[src/rtl/core/zrlm_pkg.sv]
`default_nettype none

package zrlm_pkg;

    localparam int unsigned PIXEL_W     = 8;
    localparam int unsigned LABEL_W     = 8;
    localparam int unsigned COUNT_W     = 13;
    localparam int unsigned COUNT_MAX   = 8191;
    localparam int unsigned LABEL_MAX   = 255;
    localparam int unsigned QUEUE_DEPTH = 4;

    typedef struct packed {
        logic [COUNT_W-1:0] pend_count;
        logic               has_nz;
        logic               line_end;
    } cmd_t;

endpackage

`default_nettype wire

[src/rtl/core/zero_run_length_map_core.sv]
// Zero run-length labeling of a pixel line with run-length coded results.
// Input channel: push, full, pixel, line_end. A transaction takes place at a
// rising edge with push high and full low; line_end marks the last pixel of a line.
// Result channel: empty, pop, run_label, repeat_count, line_last, item_last.
// The oldest result is shown while empty is low and leaves on an edge with pop high.
// A zero pixel extends the pending run and yields nothing unless it ends the line.
// A non-zero pixel yields the pending run, if any, then label 0 with count 1.
// Labels saturate at 255; run counts stop at min(MAX_LINE_WIDTH, 8191).
// A result passes through the command queue and then the result register.
// Throughput: one pixel per cycle while full is low; the result stage emits at
// most one result per cycle, so an item with two results holds the result stage
// for both of them while a four-entry command queue keeps taking pixels.
// Reset clears the run counter, the queue and the result valid flag and phase.
// When the receiver stalls, the result holds, the queue fills and full rises.
`default_nettype none

module zero_run_length_map_core #(
    parameter int unsigned MAX_LINE_WIDTH = 4096
) (
    input  wire                            clk,
    input  wire                            rst_n,
    input  wire                            push,
    output logic                           full,
    input  wire  [zrlm_pkg::PIXEL_W-1:0]   pixel,
    input  wire                            line_end,
    output logic                           empty,
    input  wire                            pop,
    output logic [zrlm_pkg::LABEL_W-1:0]   run_label,
    output logic [zrlm_pkg::COUNT_W-1:0]   repeat_count,
    output logic                           line_last,
    output logic                           item_last
);
    import zrlm_pkg::*;

    localparam int unsigned RunCap = (MAX_LINE_WIDTH < COUNT_MAX) ? MAX_LINE_WIDTH
                                                                  : COUNT_MAX;

    logic accept;
    logic cmd_wr;
    cmd_t cmd;
    cmd_t head;
    logic head_valid;
    logic head_pop;

    assign accept = push && !full;

    zrlm_front #(
        .RUN_CAP (RunCap)
    ) u_front (
        .clk      (clk),
        .rst_n    (rst_n),
        .pixel    (pixel),
        .line_end (line_end),
        .accept   (accept),
        .cmd_wr   (cmd_wr),
        .cmd      (cmd)
    );

    zrlm_fifo u_fifo (
        .clk       (clk),
        .rst_n     (rst_n),
        .wr_en     (cmd_wr),
        .wr_data   (cmd),
        .rd_en     (head_pop),
        .rd_data   (head),
        .full      (full),
        .not_empty (head_valid)
    );

    zrlm_back u_back (
        .clk          (clk),
        .rst_n        (rst_n),
        .head_valid   (head_valid),
        .head         (head),
        .head_pop     (head_pop),
        .pop          (pop),
        .empty        (empty),
        .run_label    (run_label),
        .repeat_count (repeat_count),
        .line_last    (line_last),
        .item_last    (item_last)
    );

endmodule

`default_nettype wire

[src/rtl/core/zrlm_front.sv]
`default_nettype none

module zrlm_front #(
    parameter int unsigned RUN_CAP = 4096
) (
    input  wire                            clk,
    input  wire                            rst_n,
    input  wire  [zrlm_pkg::PIXEL_W-1:0]   pixel,
    input  wire                            line_end,
    input  wire                            accept,
    output logic                           cmd_wr,
    output zrlm_pkg::cmd_t                 cmd
);
    import zrlm_pkg::*;

    localparam logic [COUNT_W-1:0] CapValue = COUNT_W'(RUN_CAP);

    logic [COUNT_W-1:0] count_reg;
    logic [COUNT_W-1:0] count_next;
    logic [COUNT_W-1:0] count_inc;
    logic               is_zero;

    always_comb
    begin
        is_zero   = (pixel == '0);
        count_inc = (count_reg < CapValue) ? count_reg + COUNT_W'(1) : count_reg;

        cmd.has_nz     = !is_zero;
        cmd.line_end   = line_end;
        cmd.pend_count = is_zero ? count_inc : count_reg;
        cmd_wr         = accept && (!is_zero || line_end);

        count_next = count_reg;
        if (accept)
        begin
            if (!is_zero || line_end)
            begin
                count_next = '0;
            end
            else
            begin
                count_next = count_inc;
            end
        end
    end

    always_ff @(posedge clk or negedge rst_n)
    begin
        if (!rst_n)
        begin
            count_reg <= '0;
        end
        else
        begin
            count_reg <= count_next;
        end
    end

endmodule

`default_nettype wire

[src/rtl/core/zrlm_fifo.sv]
`default_nettype none

module zrlm_fifo (
    input  wire                  clk,
    input  wire                  rst_n,
    input  wire                  wr_en,
    input  wire zrlm_pkg::cmd_t  wr_data,
    input  wire                  rd_en,
    output zrlm_pkg::cmd_t       rd_data,
    output logic                 full,
    output logic                 not_empty
);
    import zrlm_pkg::*;

    localparam int unsigned PtrW = $clog2(QUEUE_DEPTH);
    localparam int unsigned CntW = PtrW + 1;
    localparam logic [CntW-1:0] DepthValue = CntW'(QUEUE_DEPTH);

    cmd_t            mem_reg [QUEUE_DEPTH];
    logic [PtrW-1:0] wr_ptr_reg;
    logic [PtrW-1:0] wr_ptr_next;
    logic [PtrW-1:0] rd_ptr_reg;
    logic [PtrW-1:0] rd_ptr_next;
    logic [CntW-1:0] cnt_reg;
    logic [CntW-1:0] cnt_next;

    always_comb
    begin
        full      = (cnt_reg == DepthValue);
        not_empty = (cnt_reg != '0);
        rd_data   = mem_reg[rd_ptr_reg];

        wr_ptr_next = wr_en ? wr_ptr_reg + PtrW'(1) : wr_ptr_reg;
        rd_ptr_next = rd_en ? rd_ptr_reg + PtrW'(1) : rd_ptr_reg;
        cnt_next    = cnt_reg + CntW'(wr_en) - CntW'(rd_en);
    end

    always_ff @(posedge clk or negedge rst_n)
    begin
        if (!rst_n)
        begin
            wr_ptr_reg <= '0;
            rd_ptr_reg <= '0;
            cnt_reg    <= '0;
        end
        else
        begin
            wr_ptr_reg <= wr_ptr_next;
            rd_ptr_reg <= rd_ptr_next;
            cnt_reg    <= cnt_next;
        end
    end

    always_ff @(posedge clk)
    begin
        if (wr_en)
        begin
            mem_reg[wr_ptr_reg] <= wr_data;
        end
    end

    a_no_overflow: assert property (@(posedge clk) disable iff (!rst_n)
        wr_en |-> !full)
        else $error("Queue written while full.");

    a_no_underflow: assert property (@(posedge clk) disable iff (!rst_n)
        rd_en |-> not_empty)
        else $error("Queue read while empty.");

    a_count_bound: assert property (@(posedge clk) disable iff (!rst_n)
        cnt_reg <= DepthValue)
        else $error("Queue fill count out of range.");

endmodule

`default_nettype wire

[src/rtl/core/zrlm_back.sv]
`default_nettype none

module zrlm_back (
    input  wire                            clk,
    input  wire                            rst_n,
    input  wire                            head_valid,
    input  wire zrlm_pkg::cmd_t            head,
    output logic                           head_pop,
    input  wire                            pop,
    output logic                           empty,
    output logic [zrlm_pkg::LABEL_W-1:0]   run_label,
    output logic [zrlm_pkg::COUNT_W-1:0]   repeat_count,
    output logic                           line_last,
    output logic                           item_last
);
    import zrlm_pkg::*;

    localparam logic [COUNT_W-1:0] LabelMaxCount = COUNT_W'(LABEL_MAX);

    logic               out_valid_reg;
    logic               out_valid_next;
    logic               phase_reg;
    logic               phase_next;
    logic [LABEL_W-1:0] label_reg;
    logic [LABEL_W-1:0] label_next;
    logic [COUNT_W-1:0] count_reg;
    logic [COUNT_W-1:0] count_next;
    logic               line_last_reg;
    logic               line_last_next;
    logic               item_last_reg;
    logic               item_last_next;
    logic               load;
    logic               two_part;
    logic [LABEL_W-1:0] run_lbl;

    always_comb
    begin
        load     = head_valid && (!out_valid_reg || pop);
        two_part = head.has_nz && (head.pend_count != '0);
        run_lbl  = (head.pend_count > LabelMaxCount) ? LABEL_W'(LABEL_MAX)
                                                     : head.pend_count[LABEL_W-1:0];

        head_pop       = 1'b0;
        phase_next     = phase_reg;
        label_next     = label_reg;
        count_next     = count_reg;
        line_last_next = line_last_reg;
        item_last_next = item_last_reg;

        if (load)
        begin
            if (two_part && !phase_reg)
            begin
                label_next     = run_lbl;
                count_next     = head.pend_count;
                line_last_next = 1'b0;
                item_last_next = 1'b0;
                phase_next     = 1'b1;
            end
            else
            begin
                if (head.has_nz)
                begin
                    label_next = '0;
                    count_next = COUNT_W'(1);
                end
                else
                begin
                    label_next = run_lbl;
                    count_next = head.pend_count;
                end
                line_last_next = head.line_end;
                item_last_next = 1'b1;
                phase_next     = 1'b0;
                head_pop       = 1'b1;
            end
        end

        if (load)
        begin
            out_valid_next = 1'b1;
        end
        else if (pop)
        begin
            out_valid_next = 1'b0;
        end
        else
        begin
            out_valid_next = out_valid_reg;
        end

        empty        = !out_valid_reg;
        run_label    = label_reg;
        repeat_count = count_reg;
        line_last    = line_last_reg;
        item_last    = item_last_reg;
    end

    always_ff @(posedge clk or negedge rst_n)
    begin
        if (!rst_n)
        begin
            out_valid_reg <= 1'b0;
            phase_reg     <= 1'b0;
        end
        else
        begin
            out_valid_reg <= out_valid_next;
            phase_reg     <= phase_next;
        end
    end

    always_ff @(posedge clk)
    begin
        label_reg     <= label_next;
        count_reg     <= count_next;
        line_last_reg <= line_last_next;
        item_last_reg <= item_last_next;
    end

    a_phase_has_head: assert property (@(posedge clk) disable iff (!rst_n)
        phase_reg |-> (head_valid && head.has_nz))
        else $error("Second result pending without a matching queued command.");

    a_first_part_not_last: assert property (@(posedge clk) disable iff (!rst_n)
        (out_valid_reg && !item_last_reg) |-> (!line_last_reg && phase_reg))
        else $error("Leading run result has wrong flags or phase.");

    a_count_nonzero: assert property (@(posedge clk) disable iff (!rst_n)
        out_valid_reg |-> (count_reg != '0))
        else $error("Result with a repeat count of zero.");

endmodule

`default_nettype wire
[config.mk]
export PLATFORM = sky130hd
export DESIGN_NAME = zero_run_length_map_core
export DESIGN_NICKNAME = d
export VERILOG_FILES = /design/src/rtl/core/zrlm_pkg.sv /design/src/rtl/core/zero_run_length_map_core.sv /design/src/rtl/core/zrlm_front.sv /design/src/rtl/core/zrlm_fifo.sv /design/src/rtl/core/zrlm_back.sv
export SDC_FILE = /design/constraint.sdc
export NUM_CORES = 1
export LEC_CHECK = 0
export ABC_AREA = 0
export BUFFER_PORTS_ARGS = -buffer_cell sky130_fd_sc_hd__buf_2
export CORE_ASPECT_RATIO = 0.7
export CORE_MARGIN = 5
export CORE_UTILIZATION = 35
export DETAILED_ROUTE_END_ITERATION = 7
export HOLD_SLACK_MARGIN = 0.03
export MAX_ROUTING_LAYER = met4
export SLEW_MARGIN = 20
export SYNTH_ARGS = -nofsm -noshare
export SYNTH_HDL_FRONTEND = slang
export SYNTH_SLANG_ARGS = --single-unit
[constraint.sdc]
create_clock -name clk -period 3.3 [get_ports clk]
set_clock_uncertainty 0.15 [all_clocks]
set_input_delay 0 -clock clk [delete_from_list [all_inputs] [get_ports clk]]
set_output_delay 0 -clock clk [all_outputs]
set_load 0.05 [all_outputs]
==> impl_metrics.py <==
metrics = {
    "critical_path": {
        "critical_path.startpoint_type": "flop",
        "criticalPathCategory": "reg2reg",
        "arrival_ns": 3.34,
        "endpoint_kind": "flop",
        "cp-startpoint": "u_fifo.rd_ptr_reg[0]",
        "regToRegStartpoint": "u_fifo.rd_ptr_reg[0]",
        "highest_fanout_seen_on_the_critical_path": 6,
        "crit_required_ns": 3.38,
    },
    "global_routing": {
        "global_route.overflow_total": 0,
        "antenna_violations_before_repair": 0,
        "largest_net_degree_at_the_start_of_global_routing": 28,
        "grt_usage_pct": 13.0,
        "first_global_vias": 2672,
        "grt_first_pass_wirelength_um": 15200,
    },
    "sta": {
        "slew-limit-headroom_pct": 44.3,
        "rsz0062_at_grt": "true",
        "timing_worst_slew_pin_value_ns": 0.836,
        "period_share_pct": 98.7,
        "finalSetupViolations": 0,
        "timing.final.ws_setup_ns": 0.0440,
        "timing.final.crit_period_ns": 3.26,
        "hold_viol_final": 0,
        "maximum_frequency_from_static_timing_analysis_mhz": 307,
        "final_number_of_max_transition_violations": 0,
    },
    "yosys": {
        "syn_nets": 336,
        "synth.ff_latch_count": 105,
        "avgSynthCellArea_sq_um": 14.6,
        "async_flop_share_pct": 21.0,
        "mappedNetlistArea_sq_um": 4600,
        "ys.flop_type": "sky130_fd_sc_hd__edfxtp_1",
        "synthesis.yosys.warnings": 0,
        "seq_area_frac_synth_pct": 66.1,
        "synth_enable_flop_cells": 83,
        "synth_area_leaders": "sky130_fd_sc_hd__edfxtp_1 (54%), sky130_fd_sc_hd__dfrtp_1 (12%), sky130_fd_sc_hd__mux4_2 (7.3%)",
        "netlist_instances": 315,
        "post_synth_top_area_share_pct": 54.1,
        "synth_unique_cells": 45,
        "synth.largest_area_cell": "sky130_fd_sc_hd__edfxtp_1",
    },
    "routing": {
        "post_route_drc": 0,
        "routed_wirelength_normalized_by_instance_count_um": 17.2,
        "finalWirelength_um": 9260,
        "ant_nets": 0,
        "route.vias.total": 2710,
        "drt_first_pass_iters": 4,
        "viasPerCell": 5.03,
        "1st_iter_drt_viols": 103,
    },
    "power": {
        "pwr_density_cell_nw_per_um2": 911,
        "worst_ir_drop_vdd_v": 0.000290,
        "power.leakage_uw": 0.00198,
    },
    "place": {
        "placement.io_buffers": 37,
        "placed_area_sq_um": 5000,
        "hpwl_reported_at_the_end_of_detailed_placement_um": 6590,
        "gp_routability_congestion": 0.810,
        "pre_cts_slack_ns": 0.0351,
    },
    "cells_and_area": {
        "diodes": 0,
        "largest_register_ffs": 60,
        "fin_area_sq_um": 5440,
        "drive_gt1_share_pct": 29.5,
        "area_delta_synth_final_pct": 18.0,
        "nets_finish": 389,
    },
    "clock_network": {
        "tritoncts_num_sinks": 105,
        "cts.reportedPaths.clkPinSlew_ns": 0.07,
        "cts-root-to-sink-buffers": 2,
        "clk_root_buffer_cell": "sky130_fd_sc_hd__clkbuf_16",
        "cts_tree": "yes",
        "number_of_clock_buffers_inserted_by_tritoncts": 9,
        "clkLatencyLatePin_ns": 0.35,
        "htree_num_levels": 3,
    },
    "die": {
        "fp-row-count": 35,
        "io_pins": 38,
        "chipWidth_um": 147,
        "initial_utilization_pct": 35.4,
        "overall_die_area_sq_um": 15600,
        "fp.coreArea_sq_um": 13000,
        "die_h_um": 106,
    },
    "flow_run": {
        "max-cap-violations": 0,
    },
    "hold_path": {
        "holdCritPathClass": "in2async",
    },
    "status": {
        "outcome": "completed",
    },
}
## per-layer routing
layer  track usage, %  wire, um  up-vias
met4             2.39        40        0
li1                 -         -     1283
met5                -         0        -
met3             5.50       741        4
met2             17.1      3890       73
met1             18.9      4590     1350
## power by group
group / internal [uW] / switching, uW
clock network: 539 / 472
registers: 1850 / 158
logic: 710 / 1220
total: 3100 / 1850
## worst max-delay path: stages, from the launching register on
cell and delay, ns:
sky130_fd_sc_hd__dfrtp_1 0.39, sky130_fd_sc_hd__buf_12 0.13, sky130_fd_sc_hd__buf_4 0.12, sky130_fd_sc_hd__mux4_2 0.53, sky130_fd_sc_hd__nor3_1 0.25, sky130_fd_sc_hd__and2_1 0.26
sky130_fd_sc_hd__a21boi_4 0.09, sky130_fd_sc_hd__nor2_2 0.10, sky130_fd_sc_hd__ha_1 0.23, sky130_fd_sc_hd__inv_1 0.06, sky130_fd_sc_hd__ha_2 0.16, sky130_fd_sc_hd__inv_2 0.04
sky130_fd_sc_hd__fa_2 0.37, sky130_fd_sc_hd__xnor2_2 0.15, sky130_fd_sc_hd__xnor2_1 0.12
## per-stage QoR
step / power, uW / util (%) / hold WS (ns) / TNS, ns / cells
after detailed placement: 3810 / 38.4 / -0.106 / 0 / 511
after global routing: 5220 / 41.8 / 0.0982 / -0.0584 / 539
final: 4950 / 41.8 / 0.0350 / 0 / 539
after floorplan: 3370 / - / -0.446 / 0 / 315
after global placement: 3770 / 38.4 / -0.106 / 0 / 511
after CTS: 4820 / 40.8 / 0.0576 / 0 / 530
## placed cells by master, fill, tap and decap left out, types with 8 or more instances in the layout
master	Yosys	routed
sky130_fd_sc_hd__mux4_2	15	15
sky130_fd_sc_hd__clkbuf_16	0	9
sky130_fd_sc_hd__buf_4	0	14
sky130_fd_sc_hd__xnor2_1	10	9
sky130_fd_sc_hd__buf_2	3	37
sky130_fd_sc_hd__inv_1	14	13
sky130_fd_sc_hd__nor2_1	19	18
sky130_fd_sc_hd__o21ai_0	14	14
sky130_fd_sc_hd__nand2_1	27	27
sky130_fd_sc_hd__dfrtp_1	22	21
sky130_fd_sc_hd__a21boi_0	8	8
sky130_fd_sc_hd__edfxtp_1	83	83
## cells in the mapped netlist (all sizes together) (2+ instances only)
master,instances
dfrtp,22
and2,6
mux4,15
xnor2,10
o31ai,6
nor2b,2
and3,7
a21oi,11
clkbuf,8
a21boi,13
nor3,4
buf,6
nor4,8
nand2b,3
mux2,2
ha,7
a22o,2
nand3,5
edfxtp,83
inv,15
xor2,4
o21ai,15
o41ai,2
nor3b,2
nand3b,2
nor2,19
nand2,28
## cell families (layout without fill, tap and decap cells)
| logic type | after synthesis | after routing | share of synthesized area, % |
|---|---|---|---|
| xor+xnor | 14 | 14 | 2.66 |
| mux | 18 | 18 | 8.04 |
| compound gates | 53 | 53 | 8.45 |
| buf+inv | 29 | 87 | 2.77 |
| fa+ha+maj | 8 | 8 | 2.34 |
| simple gates | 88 | 88 | 9.65 |
| flops | 105 | 105 | 66.1 |
## final timing paths
check / endpoint / slack (ns) / cells past startpoint
hold / removal: u_front.count_reg[6] / 0.04 / 2
hold reg to reg: u_fifo.cnt_reg[2] / 0.34 / 1
max in group asynchronous: u_fifo.rd_ptr_reg[1] / 2.55 / 2
setup / recovery: u_fifo.cnt_reg[2] / 0.04 / 14
setup reg to reg: u_fifo.cnt_reg[2] / 0.04 / 14
min in group clk: u_front.count_reg[12] / 0.13 / 5
## what timing repair did
action / CTS / global route
resized for setup: 0 / 14
setup buffers: 0 / 9
setup endpoints to repair: 0 / 2
hold buffers: 3 / 0
hold endpoints to repair: 28 / 0
## final cells by class
type | count | area [sq um]
tap | 166 | 208
clock inverter | 5 | 40.0
fill | 1163 | 7570
inverter | 15 | 56.3
timing repair buffer | 56 | 355
multi-input combinational | 181 | 1490
clock buffer | 11 | 243
sequential | 105 | 3040
No activity file was read; power rests on OpenSTA's default activity.
